File: src/power_loss_alarm_controller_top_macros.svh
// Assertion macros for the power loss alarm controller.
// Used by power_loss_alarm_controller_top; expects aclk and aresetn in scope.
`ifndef POWER_LOSS_ALARM_CONTROLLER_TOP_MACROS_SVH
`define POWER_LOSS_ALARM_CONTROLLER_TOP_MACROS_SVH

// Check a property on every clock edge outside reset.
`define PLAC_ASSERT(label, prop, msg) \
    label: assert property (@(posedge aclk) disable iff (!aresetn) prop) else $error(msg);

// Check a property on every clock edge, reset included.
`define PLAC_ASSERT_ALWAYS(label, prop, msg) \
    label: assert property (@(posedge aclk) prop) else $error(msg);

`endif

File: src/plac_pkg.sv
// Shared types and constants of the power loss alarm controller.
// No dependencies.
package plac_pkg;

    localparam int REG_W      = 20;
    localparam int TIME_BITS  = 20;
    localparam int ADDR_W     = 4;
    localparam int DATA_W     = 32;

    localparam logic [REG_W-1:0] HOLD_TICKS_RST     = 20'd5000;
    localparam logic [REG_W-1:0] ALARM_INTERVAL_RST = 20'd30000;
    localparam logic [REG_W-1:0] SOFT_PERIOD_RST    = 20'd120000;

    // register indexes (byte address / 4)
    localparam logic [1:0] REG_HOLD_TICKS     = 2'd0;
    localparam logic [1:0] REG_ALARM_INTERVAL = 2'd1;
    localparam logic [1:0] REG_SOFT_PERIOD    = 2'd2;

    localparam logic [1:0] MODE_NONE    = 2'd0;
    localparam logic [1:0] MODE_ARM     = 2'd1;
    localparam logic [1:0] MODE_DISARM  = 2'd2;

    localparam logic [1:0] ALARM_NONE   = 2'd0;
    localparam logic [1:0] ALARM_SOFT   = 2'd1;
    localparam logic [1:0] ALARM_LOUD   = 2'd2;

    typedef struct packed {
        logic [REG_W-1:0] soft_period;
        logic [REG_W-1:0] alarm_interval;
        logic [REG_W-1:0] hold_ticks;
    } cfg_t;

    typedef struct packed {
        logic signal_active;
        logic button_down;
        logic power_present;
    } tick_t;

    typedef struct packed {
        logic       armed_out;
        logic       signal_sound;
        logic [1:0] alarm_sound;
        logic [1:0] mode_sound;
        logic       red_led;
    } res_t;

endpackage

File: src/power_loss_alarm_controller_top.sv
// Channel   Dir  Width  Contents
// s_        in   8      one tick: power, button, signal levels
// m_        out  8      one result: LED, sounds, armed status
// apb       in   4/32   hold_ticks, alarm_interval, soft_period
//
// One word per clock unless m_ stalls; words pass the input register, then the result register.
// The tick rules sit between the input register and the result register in one pass.
// Reset is synchronous, active low on aresetn; counters and flags clear, registers load defaults.
// A stalled m_ side holds the result; s_tready drops only when both registers are full.
// Top level; depends on plac_pkg, plac_apb_regs, plac_tick_core and the macros header.
`include "power_loss_alarm_controller_top_macros.svh"

module power_loss_alarm_controller_top
    import plac_pkg::*;
#(
    parameter int TIME_BITS = plac_pkg::TIME_BITS
) (
    input  logic              aclk,
    input  logic              aresetn,
    input  logic              s_tvalid,
    output logic              s_tready,
    input  logic [7:0]        s_tdata,   // [0] power_present, [1] button_down, [2] signal_active
    output logic              m_tvalid,
    input  logic              m_tready,
    output logic [7:0]        m_tdata,   // [0] red_led, [2:1] mode_sound, [4:3] alarm_sound,
                                         // [5] signal_sound, [6] armed_out
    input  logic              psel,
    input  logic              penable,
    input  logic              pwrite,
    input  logic [ADDR_W-1:0] paddr,
    input  logic [DATA_W-1:0] pwdata,
    output logic [DATA_W-1:0] prdata,
    output logic              pready
);

    cfg_t  cfg;
    tick_t in_word_reg;
    logic  in_vld_reg;
    res_t  res;
    res_t  out_word_reg;
    logic  out_vld_reg;
    logic  adv;

    plac_apb_regs u_regs (
        .aclk    (aclk),
        .aresetn (aresetn),
        .psel    (psel),
        .penable (penable),
        .pwrite  (pwrite),
        .paddr   (paddr),
        .pwdata  (pwdata),
        .prdata  (prdata),
        .pready  (pready),
        .cfg     (cfg)
    );

    plac_tick_core #(
        .TIME_BITS (TIME_BITS)
    ) u_core (
        .aclk    (aclk),
        .aresetn (aresetn),
        .adv     (adv),
        .tick    (in_word_reg),
        .cfg     (cfg),
        .res     (res)
    );

    // advance the held word into the result register when that slot frees up
    assign adv      = in_vld_reg && (!out_vld_reg || m_tready);
    assign s_tready = !in_vld_reg || adv;
    assign m_tvalid = out_vld_reg;
    assign m_tdata  = {1'b0, out_word_reg};

    always_ff @(posedge aclk) begin
        if (!aresetn) begin
            in_vld_reg  <= 1'b0;
            out_vld_reg <= 1'b0;
        end else begin
            if (s_tready) begin
                in_vld_reg <= s_tvalid;
            end
            if (adv) begin
                out_vld_reg <= 1'b1;
            end else if (m_tready) begin
                out_vld_reg <= 1'b0;
            end
        end
    end

    always_ff @(posedge aclk) begin
        if (s_tvalid && s_tready) begin
            in_word_reg <= s_tdata[2:0];
        end
        if (adv) begin
            out_word_reg <= res;
        end
    end

    `PLAC_ASSERT(a_alarm_only_armed,
        m_tvalid && out_word_reg.alarm_sound != ALARM_NONE |-> out_word_reg.armed_out,
        "alarm requested while disarmed")
    `PLAC_ASSERT(a_arm_sound_state,
        m_tvalid && out_word_reg.mode_sound == MODE_ARM |-> out_word_reg.armed_out,
        "arming sound without armed state")
    `PLAC_ASSERT(a_disarm_sound_state,
        m_tvalid && out_word_reg.mode_sound == MODE_DISARM |-> !out_word_reg.armed_out,
        "disarming sound while armed")
    `PLAC_ASSERT_ALWAYS(a_ready_when_free,
        aresetn && $past(aresetn) && !out_vld_reg |-> s_tready,
        "input stalled with free result slot")

endmodule

File: src/plac_apb_regs.sv
// APB configuration registers of the power loss alarm controller.
// Depends on plac_pkg.
module plac_apb_regs
    import plac_pkg::*;
(
    input  logic              aclk,
    input  logic              aresetn,
    input  logic              psel,
    input  logic              penable,
    input  logic              pwrite,
    input  logic [ADDR_W-1:0] paddr,
    input  logic [DATA_W-1:0] pwdata,
    output logic [DATA_W-1:0] prdata,
    output logic              pready,
    output cfg_t              cfg
);

    cfg_t cfg_reg;
    logic wr_en;

    assign pready = 1'b1;
    assign wr_en  = psel && penable && pwrite && pready;
    assign cfg    = cfg_reg;

    always_ff @(posedge aclk) begin
        if (!aresetn) begin
            cfg_reg.hold_ticks     <= HOLD_TICKS_RST;
            cfg_reg.alarm_interval <= ALARM_INTERVAL_RST;
            cfg_reg.soft_period    <= SOFT_PERIOD_RST;
        end else if (wr_en) begin
            unique case (paddr[3:2])
                REG_HOLD_TICKS:     cfg_reg.hold_ticks     <= pwdata[REG_W-1:0];
                REG_ALARM_INTERVAL: cfg_reg.alarm_interval <= pwdata[REG_W-1:0];
                REG_SOFT_PERIOD:    cfg_reg.soft_period    <= pwdata[REG_W-1:0];
                default: ;
            endcase
        end
    end

    always_comb begin
        unique case (paddr[3:2])
            REG_HOLD_TICKS:     prdata = DATA_W'(cfg_reg.hold_ticks);
            REG_ALARM_INTERVAL: prdata = DATA_W'(cfg_reg.alarm_interval);
            REG_SOFT_PERIOD:    prdata = DATA_W'(cfg_reg.soft_period);
            default:            prdata = '0;
        endcase
    end

endmodule

File: src/plac_tick_core.sv
// Per-tick state and rules of the power loss alarm controller.
// Depends on plac_pkg.
module plac_tick_core
    import plac_pkg::*;
#(
    parameter int TIME_BITS = plac_pkg::TIME_BITS
) (
    input  logic  aclk,
    input  logic  aresetn,
    input  logic  adv,
    input  tick_t tick,
    input  cfg_t  cfg,
    output res_t  res
);

    localparam int CMP_W = (TIME_BITS > REG_W) ? TIME_BITS : REG_W;
    localparam logic [TIME_BITS-1:0] TIME_MAX = {TIME_BITS{1'b1}};

    logic started_reg, started_next;
    logic armed_reg, armed_next;
    logic outage_reg, outage_next;
    logic led_reg, led_next;
    logic press_reg, press_next;
    logic [TIME_BITS-1:0] hold_cnt_reg, hold_cnt_next;
    logic [TIME_BITS-1:0] outage_cnt_reg, outage_cnt_next;
    logic [TIME_BITS-1:0] since_alarm_reg, since_alarm_next;

    function automatic logic [TIME_BITS-1:0] sat_inc(input logic [TIME_BITS-1:0] v);
        sat_inc = (v == TIME_MAX) ? v : v + 1'b1;
    endfunction

    always_comb begin
        started_next     = started_reg;
        armed_next       = armed_reg;
        outage_next      = outage_reg;
        led_next         = led_reg;
        press_next       = press_reg;
        hold_cnt_next    = hold_cnt_reg;
        outage_cnt_next  = outage_cnt_reg;
        since_alarm_next = since_alarm_reg;
        res              = '0;

        if (outage_reg) begin
            outage_cnt_next  = sat_inc(outage_cnt_reg);
            since_alarm_next = sat_inc(since_alarm_reg);
        end

        // first tick: arm on power, else disarm
        if (!started_reg) begin
            started_next   = 1'b1;
            armed_next     = tick.power_present;
            outage_next    = 1'b0;
            led_next       = tick.power_present;
            res.mode_sound = tick.power_present ? MODE_ARM : MODE_DISARM;
        end

        if (tick.power_present) begin
            if (outage_next) begin
                outage_next = 1'b0;
                led_next    = 1'b1;
            end
        end else if (armed_next && !outage_next) begin
            outage_next      = 1'b1;
            outage_cnt_next  = '0;
            since_alarm_next = '0;
            led_next         = 1'b1;
        end

        if (tick.button_down) begin
            if (!press_reg) begin
                press_next    = 1'b1;
                hold_cnt_next = '0;
            end else begin
                hold_cnt_next = sat_inc(hold_cnt_reg);
                if (CMP_W'(hold_cnt_next) >= CMP_W'(cfg.hold_ticks)) begin
                    armed_next     = !armed_next;
                    outage_next    = 1'b0;
                    led_next       = armed_next;
                    res.mode_sound = armed_next ? MODE_ARM : MODE_DISARM;
                    press_next     = 1'b0;
                end
            end
        end else begin
            press_next = 1'b0;
        end

        if (armed_next && outage_next &&
            CMP_W'(since_alarm_next) >= CMP_W'(cfg.alarm_interval)) begin
            res.alarm_sound  = (CMP_W'(outage_cnt_next) <= CMP_W'(cfg.soft_period))
                               ? ALARM_SOFT : ALARM_LOUD;
            since_alarm_next = '0;
        end

        res.red_led      = led_next;
        res.signal_sound = tick.signal_active;
        res.armed_out    = armed_next;
    end

    always_ff @(posedge aclk) begin
        if (!aresetn) begin
            started_reg     <= 1'b0;
            armed_reg       <= 1'b0;
            outage_reg      <= 1'b0;
            led_reg         <= 1'b0;
            press_reg       <= 1'b0;
            hold_cnt_reg    <= '0;
            outage_cnt_reg  <= '0;
            since_alarm_reg <= '0;
        end else if (adv) begin
            started_reg     <= started_next;
            armed_reg       <= armed_next;
            outage_reg      <= outage_next;
            led_reg         <= led_next;
            press_reg       <= press_next;
            hold_cnt_reg    <= hold_cnt_next;
            outage_cnt_reg  <= outage_cnt_next;
            since_alarm_reg <= since_alarm_next;
        end
    end

endmodule
File: config.mk
export PLATFORM = sky130hd
export DESIGN_NAME = power_loss_alarm_controller_top
export DESIGN_NICKNAME = d
export VERILOG_FILES = /design/src/plac_pkg.sv /design/src/power_loss_alarm_controller_top.sv /design/src/plac_apb_regs.sv /design/src/plac_tick_core.sv
export VERILOG_INCLUDE_DIRS = /design/src /design/src/src
export SDC_FILE = /design/constraint.sdc
export NUM_CORES = 1
export LEC_CHECK = 0
export ABC_AREA = 1
export BUFFER_PORTS_ARGS = -buffer_cell sky130_fd_sc_hd__buf_4
export CAP_MARGIN = 20
export CORE_MARGIN = 1
export CORE_UTILIZATION = 50
export CTS_CLUSTER_SIZE = 16
export DETAILED_ROUTE_END_ITERATION = 12
export GPL_TIMING_DRIVEN = 1
export PLACE_DENSITY = 0.8
export SETUP_SLACK_MARGIN = 0.15
export SYNTH_ARGS = -nofsm -noshare
export SYNTH_HDL_FRONTEND = slang
export SYNTH_SLANG_ARGS = --single-unit
File: constraint.sdc
create_clock -name aclk -period 3.7 [get_ports aclk]
set_input_delay 0.74 -clock aclk [delete_from_list [all_inputs] [get_ports aclk]]
set_output_delay 0.74 -clock aclk [all_outputs]
set_load 0.05 [all_outputs]
Yosys cells after proc, flatten, opt, wreduce, memory -nomap -nowiden
Cells that the tools add are included.
Operators by class
  $mul: 0
  shift operators: 0
  equal/unequal tests: 5
  muxes and demuxes: 41
  bitwise gates (word level): 0
  order comparisons: 3
  add/sub/neg operators: 3
  reduce and logical (&&, ||, !) cells: 19
  div/mod/pow operators: 0
Operators by type and width (number)
  two-way mux 20 bit: 11
  adder 20 x 1 -> 20 bit (second input constant): 3
  == test 20 bit (second input constant): 3
  case mux 20 bit (3 select lines): 1
  greater-or-equal comparator 20 bit: 2
  two-way mux 1 bit: 22
  less-or-equal comparator 20 bit: 1
  two-way mux 2 bit: 7
  AND reduction 2 bit: 4
  logical AND 1 bit: 7
  logical NOT 1 bit: 4
  == test 2 x 1 -> 1 bit (second input constant): 1
  == test 2 bit (second input constant): 1
  logical NOT 2 bit: 1
  logical OR 1 bit: 2
  nonzero test 2 bit: 1
Storage, ports and cells
  bits in writable memories: 0
  bits in registers: 137
  ROM bits: 0
  memories: 0
  logic and storage cells: 92
  output and inout port bits: 43
  latch bits: 0
  input port bits: 51

Depth between registers and ports, before layout
Gate-level depths: netlist of the first run.
  depth after elaboration: 11
  mapped depth: 25
  depth with buffers taken out: 23

Modules after synthesis
From an unflattened synthesis of the first run, not the netlist that was laid out.
Second synthesis, totals
  cells, all modules: 1555
  area, all modules: 9845.7 um^2
By module, submodules not included
  plac_tick_core: area an instance 6577.6 um^2, seq. area each 1301.2 um^2, cells each 1091, times used 1
  plac_apb_regs: area an instance 2861.5 um^2, seq. area each 1201.2 um^2, cells each 439, times used 1
  power_loss_alarm_controller_top: area an instance 406.6 um^2, seq. area each 340.3 um^2, cells each 25, times used 1

Worst setup path before layout of the first run
No wires, ideal clock.
  path kind: input -> output
  start point: in paddr[3]
  end point: out prdata[10]
  slack: 0.817 ns
  data required time: 2.960 ns
  buffers on the path: 2
  stages: 5
  arrival time: 2.143 ns
  cells stage by stage: nor2_1 -> inv_1 -> clkbuf_1 -> clkbuf_1 -> o221ai_1
Between the ends
  longest elaborated chain between the ends: 2
RTL lines
  start, declared: line power_loss_alarm_controller_top.sv:30  | input logic [ADDR_W-1:0] paddr,
  == test 2 bit (tied with other cells): line plac_apb_regs.sv:41  | unique case (paddr[3:2])
  case mux 20 bit (3 select lines) *: line plac_apb_regs.sv:41
  end, declared: line power_loss_alarm_controller_top.sv:32  | output logic [DATA_W-1:0] prdata,
Every way passes the cells marked *; elsewhere a longest branch is shown, timed or not.

==> results of run 1 <==
repair_timing:
item                                    4_1_cts  5_1_grt
endpoints found under the setup margin        0       28
resized for setup                             0       16
hold endpoints to repair                      0        0
buffers inserted                              0        2
report_power, final:
group | leakage, nW | switching [mW] | total, mW | internal [mW]
logic | 3.32 | 0.383 | 0.555 | 0.173
registers | 1.13 | 0.0412 | 1.58 | 1.54
clock network | 0.308 | 0.675 | 1.83 | 1.15
total | 4.76 | 1.10 | 3.96 | 2.86
layout make-up:
type | instances | share of cell area, %
clock buffers | 20 | 4.64
clock inverters | 11 | 1.33
inverters | 204 | 7.26
multi-input cells | 955 | 51.0
flip-flops and latches | 137 | 27.0
well taps | 229 | 2.72
repair buffers | 81 | 6.04
routing by layer:
layer  vias up  GRT usage [%]  part of all wire, %
met5         -              0                    0
met1      4076           36.6                   46
met4         0           8.79                  2.4
met3        47           4.50                  6.2
met2       303           41.2                   45
li1       4498              -                    -
kinds of logic (layout without fill, tap and decap cells):
group           count (synthesis)  after routing
other cells                     2             14
fa+ha+maj                      63             63
xor+xnor                       36             36
flops                         137            137
simple gates                  555            555
buf+inv                       275            316
compound gates                287            287
through the flow:
step           hold slack [ps]  setup slack [ps]
3_3_place_gp               405               293
2_1_floorplan              400               817
5_1_grt                    439               130
4_1_cts                    425               188
6_report                   423               304
3_5_place_dp               413               224
cells in the final DEF (no fill, tap or decap), types with 22 or more instances in the layout:
master / Yosys / routed
nor2_1: 98 / 95
buf_4: 18 / 78
o211ai_1: 26 / 26
xor2_1: 28 / 28
ha_1: 63 / 63
a21oi_1: 128 / 128
o21ai_0: 76 / 76
nand2_1: 313 / 313
inv_1: 187 / 187
dfxtp_1: 127 / 121
nand3_1: 63 / 62
o221ai_1: 22 / 22
final timing paths:
path / slack (ps) / endpoint
worst min-delay path: 420 / m_tdata[5]$_DFFE_PP_
worst max-delay path: 300 / m_tdata[1]$_DFFE_PP_
worst min register to register: 420 / m_tdata[5]$_DFFE_PP_
worst max register to register: 300 / m_tdata[1]$_DFFE_PP_
==> flow_summary.json, run 1 <==
{
  "tightest_slew_ps": 1000,
  "drt_iter0_markers": 876,
  "period_needed_ps": 3400,
  "drive_gt1_share_pct": 13.9,
  "synth_top_area_share_pct": 27.5,
  "synthesis.area_sq_mm": 0.00925,
  "synth_fa_ha_area_share_pct": 8.52,
  "dr.pass1.iters": 6,
  "slew_violations": 0,
  "status": "finished clean",
  "fp.dieW_microns": 138,
  "worst-path-buf-inv": 2,
  "synth_edf_count": 10,
  "cp.arrival_ps": 3580,
  "grt_max_degree": 80,
  "die_h_microns": 138,
  "dp_cells": 1604,
  "fillCellCount": 1664,
  "grt_usage_pct": 26.3,
  "fin_worst_skew_ps": 5.33,
  "clk_pin_slew_ps": 60,
  "hold_viol": 0,
  "synth_seq_area_share_pct": 30.7,
  "largest_reg_flops": 60,
  "insertion_delay_ps": 430,
  "start_util_pct": 51.3,
  "grt_pass1_vias": 7924,
  "synth.distinct_cells": 51,
  "totalWireLength_mm": 25.2,
  "syn_inst": 1355,
  "vias": 8924,
  "cts-root-buf": "clkbuf_16",
  "synthMuxAreaShare_pct": 0,
  "fin_nets": 1510,
  "area_growth_pct": 14.0,
  "multiInputGateArea_sq_mm": 0.00538,
  "cpMostUsedCell": "nand2_1",
  "h-tree-depth": 4,
  "slowest_stage": "dfxtp_2",
  "hold_class": "reg -> reg",
  "setup_viol_count_final": 0,
  "p_leak_nw": 4.76,
  "clkSinkCount": 137,
  "core_sq_mm": 0.0180,
  "crit_required_ps": 3890,
  "synthXorXnorAreaFrac_pct": 3.41,
  "hold_depth": 0,
  "crit_type": "reg -> reg",
  "fin_util_pct": 58.5,
  "worstHoldStart": "in_word_reg[2]$_DFFE_PP_",
  "ys_ff_latch": 137,
  "slew_headroom_pct": 33.1,
  "max_freq_mhz": 294,
  "startpoint": "u_core.hold_cnt_reg[1]$_SDFFE_PN0P_",
  "synth_top_family_by_area": "simple AND/OR/NAND/NOR gates",
  "place_area_sq_mm": 0.00984,
  "grt_overflow_total": 0,
  "grt_first_pass_wirelength_mm": 40.3,
  "synthesis.area_per_instance_sq_um": 6.83,
  "final-seq-area_sq_mm": 0.00285,
  "worstPathMaxFanout": 5,
  "max_cap_violations": 0,
  "post-route-period-util_pct": 91.8,
  "yosys.area_share.simple_pct": 27.0,
  "synth.top_cells.by_count": "nand2_1, inv_1, a21oi_1, dfxtp_1, nor2_1",
  "drc": 0,
  "start_kind": "flip-flop",
  "ys.flop_type": "dfxtp_1",
  "viasPerCell": 5.45,
  "worst-path-stages": 20,
  "reg2regPathDepth": 20,
  "pin_count": 94,
  "die-area_sq_mm": 0.0190,
  "placementRows": 49,
  "finalPower_mw": 3.96,
  "yosysWarnings": 0,
  "synth_top_area_cell": "dfxtp_1",
  "synth.area.top_cells": "dfxtp_1, nand2_1, ha_1",
  "async_reset_ff_share_pct": 0,
  "routedWlPerCell_microns": 15.4,
  "synth.most_common_cell": "nand2_1",
  "io_buffer_count": 60,
  "antenna_found_initial": 0,
  "synth_compound_area_share_pct": 18.1,
  "dp_hpwl_mm": 18.4,
  "irDropWorstVdd_mv": 0.358,
  "crit_family": "simple AND/OR/NAND/NOR gates",
  "cts_buffer_depth": 2,
  "gp_routability_congestion": 0.952,
  "power_density_mw_per_mm2": 375,
  "fin_setup_tns_ps": 0,
  "n_antenna_cell": 0,
  "final_area_sq_mm": 0.0105,
  "end_kind": "flip-flop",
  "holdBufCountCts": 0,
  "path_cells": "ha_1 -> nand2_1 -> nor3_2 -> nand2_1 -> nor2_1 -> nand2_1 -> nor2_1 -> a22oi_2 -> ha_1 -> nand2_1 -> nor2_1 -> nand2_1 -> nor2_1 -> nand2_1 -> nand4_1 -> nand3_4 -> inv_1 -> nand2_1 -> o21ai_0 -> inv_1",
  "rsz0062_at_grt": "true",
  "cts_tree": "built",
  "ant_nets": 0,
  "cts_buffers": 17,
  "finalNonFillerCells": 1637,
  "worstReg2RegStart": "u_core.hold_cnt_reg[1]$_SDFFE_PN0P_",
  "slowest_delay_ps": 380
}
(Power assumes the default switching activity.)
==> run 2, diff against run 1 <==
--- a/config.mk
+++ b/config.mk
@@ -15,6 +15,7 @@
 export DETAILED_ROUTE_END_ITERATION = 12
 export GPL_TIMING_DRIVEN = 1
 export PLACE_DENSITY = 0.8
+export RECOVER_POWER = 25
 export SETUP_SLACK_MARGIN = 0.15
 export SYNTH_ARGS = -nofsm -noshare
 export SYNTH_HDL_FRONTEND = slang
==> run 2 against run 1 <==
  * The flow now finishes with violations (capacitance limit, slew limit)
  * Clock skew rose by 0.63 ps
  * Flip-flop and latch count did not move
  * Utilization fell by 0.076 points
  * Power barely moved
  * Hold slack barely moved
  * Non-clock buffer count did not move
  * Global-route usage did not move
  * Final area fell by 0.13%
  * Critical path depth did not move
  * Critical endpoint is now u_core.since_alarm_reg[3]$_SDFFE_PN0P_
  * Largest cell class unchanged
  * Largest power group unchanged
  * Highest routed layer unchanged
==> flow_summary.json, run 2 (synthesis results as in run 1) <==
{
  "power_density_mw_per_mm2": 376,
  "dp_slack_ps": 224,
  "max_freq_mhz": 290,
  "h-tree-depth": 4,
  "crit_type": "reg -> reg",
  "period_needed_ps": 3450,
  "antenna_found_initial": 0,
  "slowest_stage": "dfxtp_2",
  "rsz0062_at_grt": "true",
  "cts-root-buf": "clkbuf_16",
  "cts_tree": "built",
  "cp.arrival_ps": 3780,
  "grt_max_degree": 80,
  "fin_nets": 1510,
  "status": "finished with violations",
  "violations": "capacitance limit, slew limit",
  "holdBufCountCts": 0,
  "slowest_delay_ps": 380,
  "fin_setup_tns_ps": 0,
  "fp.dieW_microns": 138,
  "hold_class": "reg -> reg",
  "grt_overflow_total": 0,
  "end_kind": "flip-flop",
  "tightest_slew_ps": 1860,
  "slew_violations": 47,
  "clkSinkCount": 137,
  "area_growth_pct": 13.9,
  "max_cap_violations": 1,
  "finalNonFillerCells": 1637,
  "vias": 8927,
  "hold_viol": 0,
  "routedWlPerCell_microns": 15.4,
  "placementRows": 49,
  "clk_pin_slew_ps": 60,
  "cpMostUsedCell": "nand2_1",
  "drive_gt1_share_pct": 13.6,
  "grt_first_pass_wirelength_mm": 40.3,
  "dp_cells": 1604,
  "drt_iter0_markers": 873,
  "die_h_microns": 138,
  "final_cell_mix": "nand2_1, inv_1, a21oi_1",
  "cts_buffers": 17,
  "io_buffer_count": 60,
  "final_common_cell": "nand2_1",
  "gp_routability_congestion": 0.952,
  "start_kind": "flip-flop",
  "largest_reg_flops": 60,
  "worst_slack_ps": 248,
  "fin_worst_skew_ps": 5.97,
  "pin_count": 94,
  "ant_nets": 0,
  "path_cells": "ha_1 -> nand2_1 -> nor3_2 -> nand2_1 -> nor2_1 -> nand2_1 -> nor2_1 -> a22oi_2 -> ha_1 -> nand2_1 -> nor2_1 -> nand2_1 -> nor2_1 -> nand2_1 -> nand4_1 -> nand3_4 -> nand3_2 -> buf_12 -> nand2_1 -> a21oi_1",
  "grt_pass1_vias": 7924,
  "p_leak_nw": 4.75,
  "dp_hpwl_mm": 18.4,
  "crit_required_ps": 4030,
  "start_util_pct": 51.3,
  "slew_headroom_pct": -23.9,
  "grt_usage_pct": 26.3,
  "core_sq_mm": 0.0180,
  "setup_viol_count_final": 0,
  "viasPerCell": 5.45,
  "post-route-period-util_pct": 93.3,
  "insertion_delay_ps": 430,
  "n_antenna_cell": 0,
  "dr.pass1.iters": 5,
  "worstPathMaxFanout": 20,
  "die-area_sq_mm": 0.0190,
  "irDropWorstVdd_mv": 0.357,
  "cts_buffer_depth": 2,
  "drc": 0,
  "totalWireLength_mm": 25.2
}
==> run 2: critical path, delay by kind of cell, from the launching register on <==
| kind | cells | cell delay, ps |
|---|---|---|
| simple gates | 15 | 2090 |
| fa+ha+maj | 2 | 490 |
| flops | 1 | 380 |
| compound gates | 2 | 230 |
| buf+inv | 1 | 170 |
==> run 2: report_power, final <==
group	switching, mW	leakage, nW	internal, mW
Sequential	0.0410	1.13	1.54
Clock	0.675	0.308	1.15
Combinational	0.383	3.31	0.172
Total	1.10	4.75	2.86
==> run 2: final cells by class <==
cell class | count | area, sq um
Inverter | 204 | 766
Multi-Input combinational cell | 955 | 5380
Sequential cell | 137 | 2850
Clock inverter | 11 | 140
Timing Repair Buffer | 81 | 623
Clock buffer | 20 | 489
Tap cell | 229 | 287
Fill cell | 1668 | 7490
==> run 2: per-stage QoR <==
step	cell area (sq um)	hold WS, ps	util [%]	total power [mW]
finish	10500	423	58.4	3.96
global route	10500	439	58.4	4.11
CTS	10500	425	58.1	3.97
detailed placement	9840	413	54.6	2.15
global placement	9840	405	54.6	2.14
floorplan	9300	400	-	2.00
==> run 2: what timing repair did <==
action	4_1_cts	5_1_grt
setup buffers	0	2
hold endpoints to repair	0	0
setup endpoints to repair	0	28
gates resized for setup	0	16
==> run 2: routing by layer <==
layer | wire length [microns] | track usage (%) | up-vias
met5 | 0 | 0 | -
met4 | 569 | 8.79 | 0
met3 | 1660 | 4.50 | 49
met2 | 11300 | 41.2 | 318
met1 | 11700 | 36.6 | 4060
li1 | - | - | 4500
==> run 2: path summary, 6_finish.rpt <==
kind | start | to | slack, ps | depth (start not counted)
min reg2reg | in_word_reg[2]$_DFFE_PP_ | m_tdata[5]$_DFFE_PP_ | 420 | 0
min | in_word_reg[2]$_DFFE_PP_ | m_tdata[5]$_DFFE_PP_ | 420 | 0
max reg2reg | u_core.hold_cnt_reg[1]$_SDFFE_PN0P_ | u_core.since_alarm_reg[3]$_SDFFE_PN0P_ | 250 | 20
max | u_core.hold_cnt_reg[1]$_SDFFE_PN0P_ | u_core.since_alarm_reg[3]$_SDFFE_PN0P_ | 250 | 20
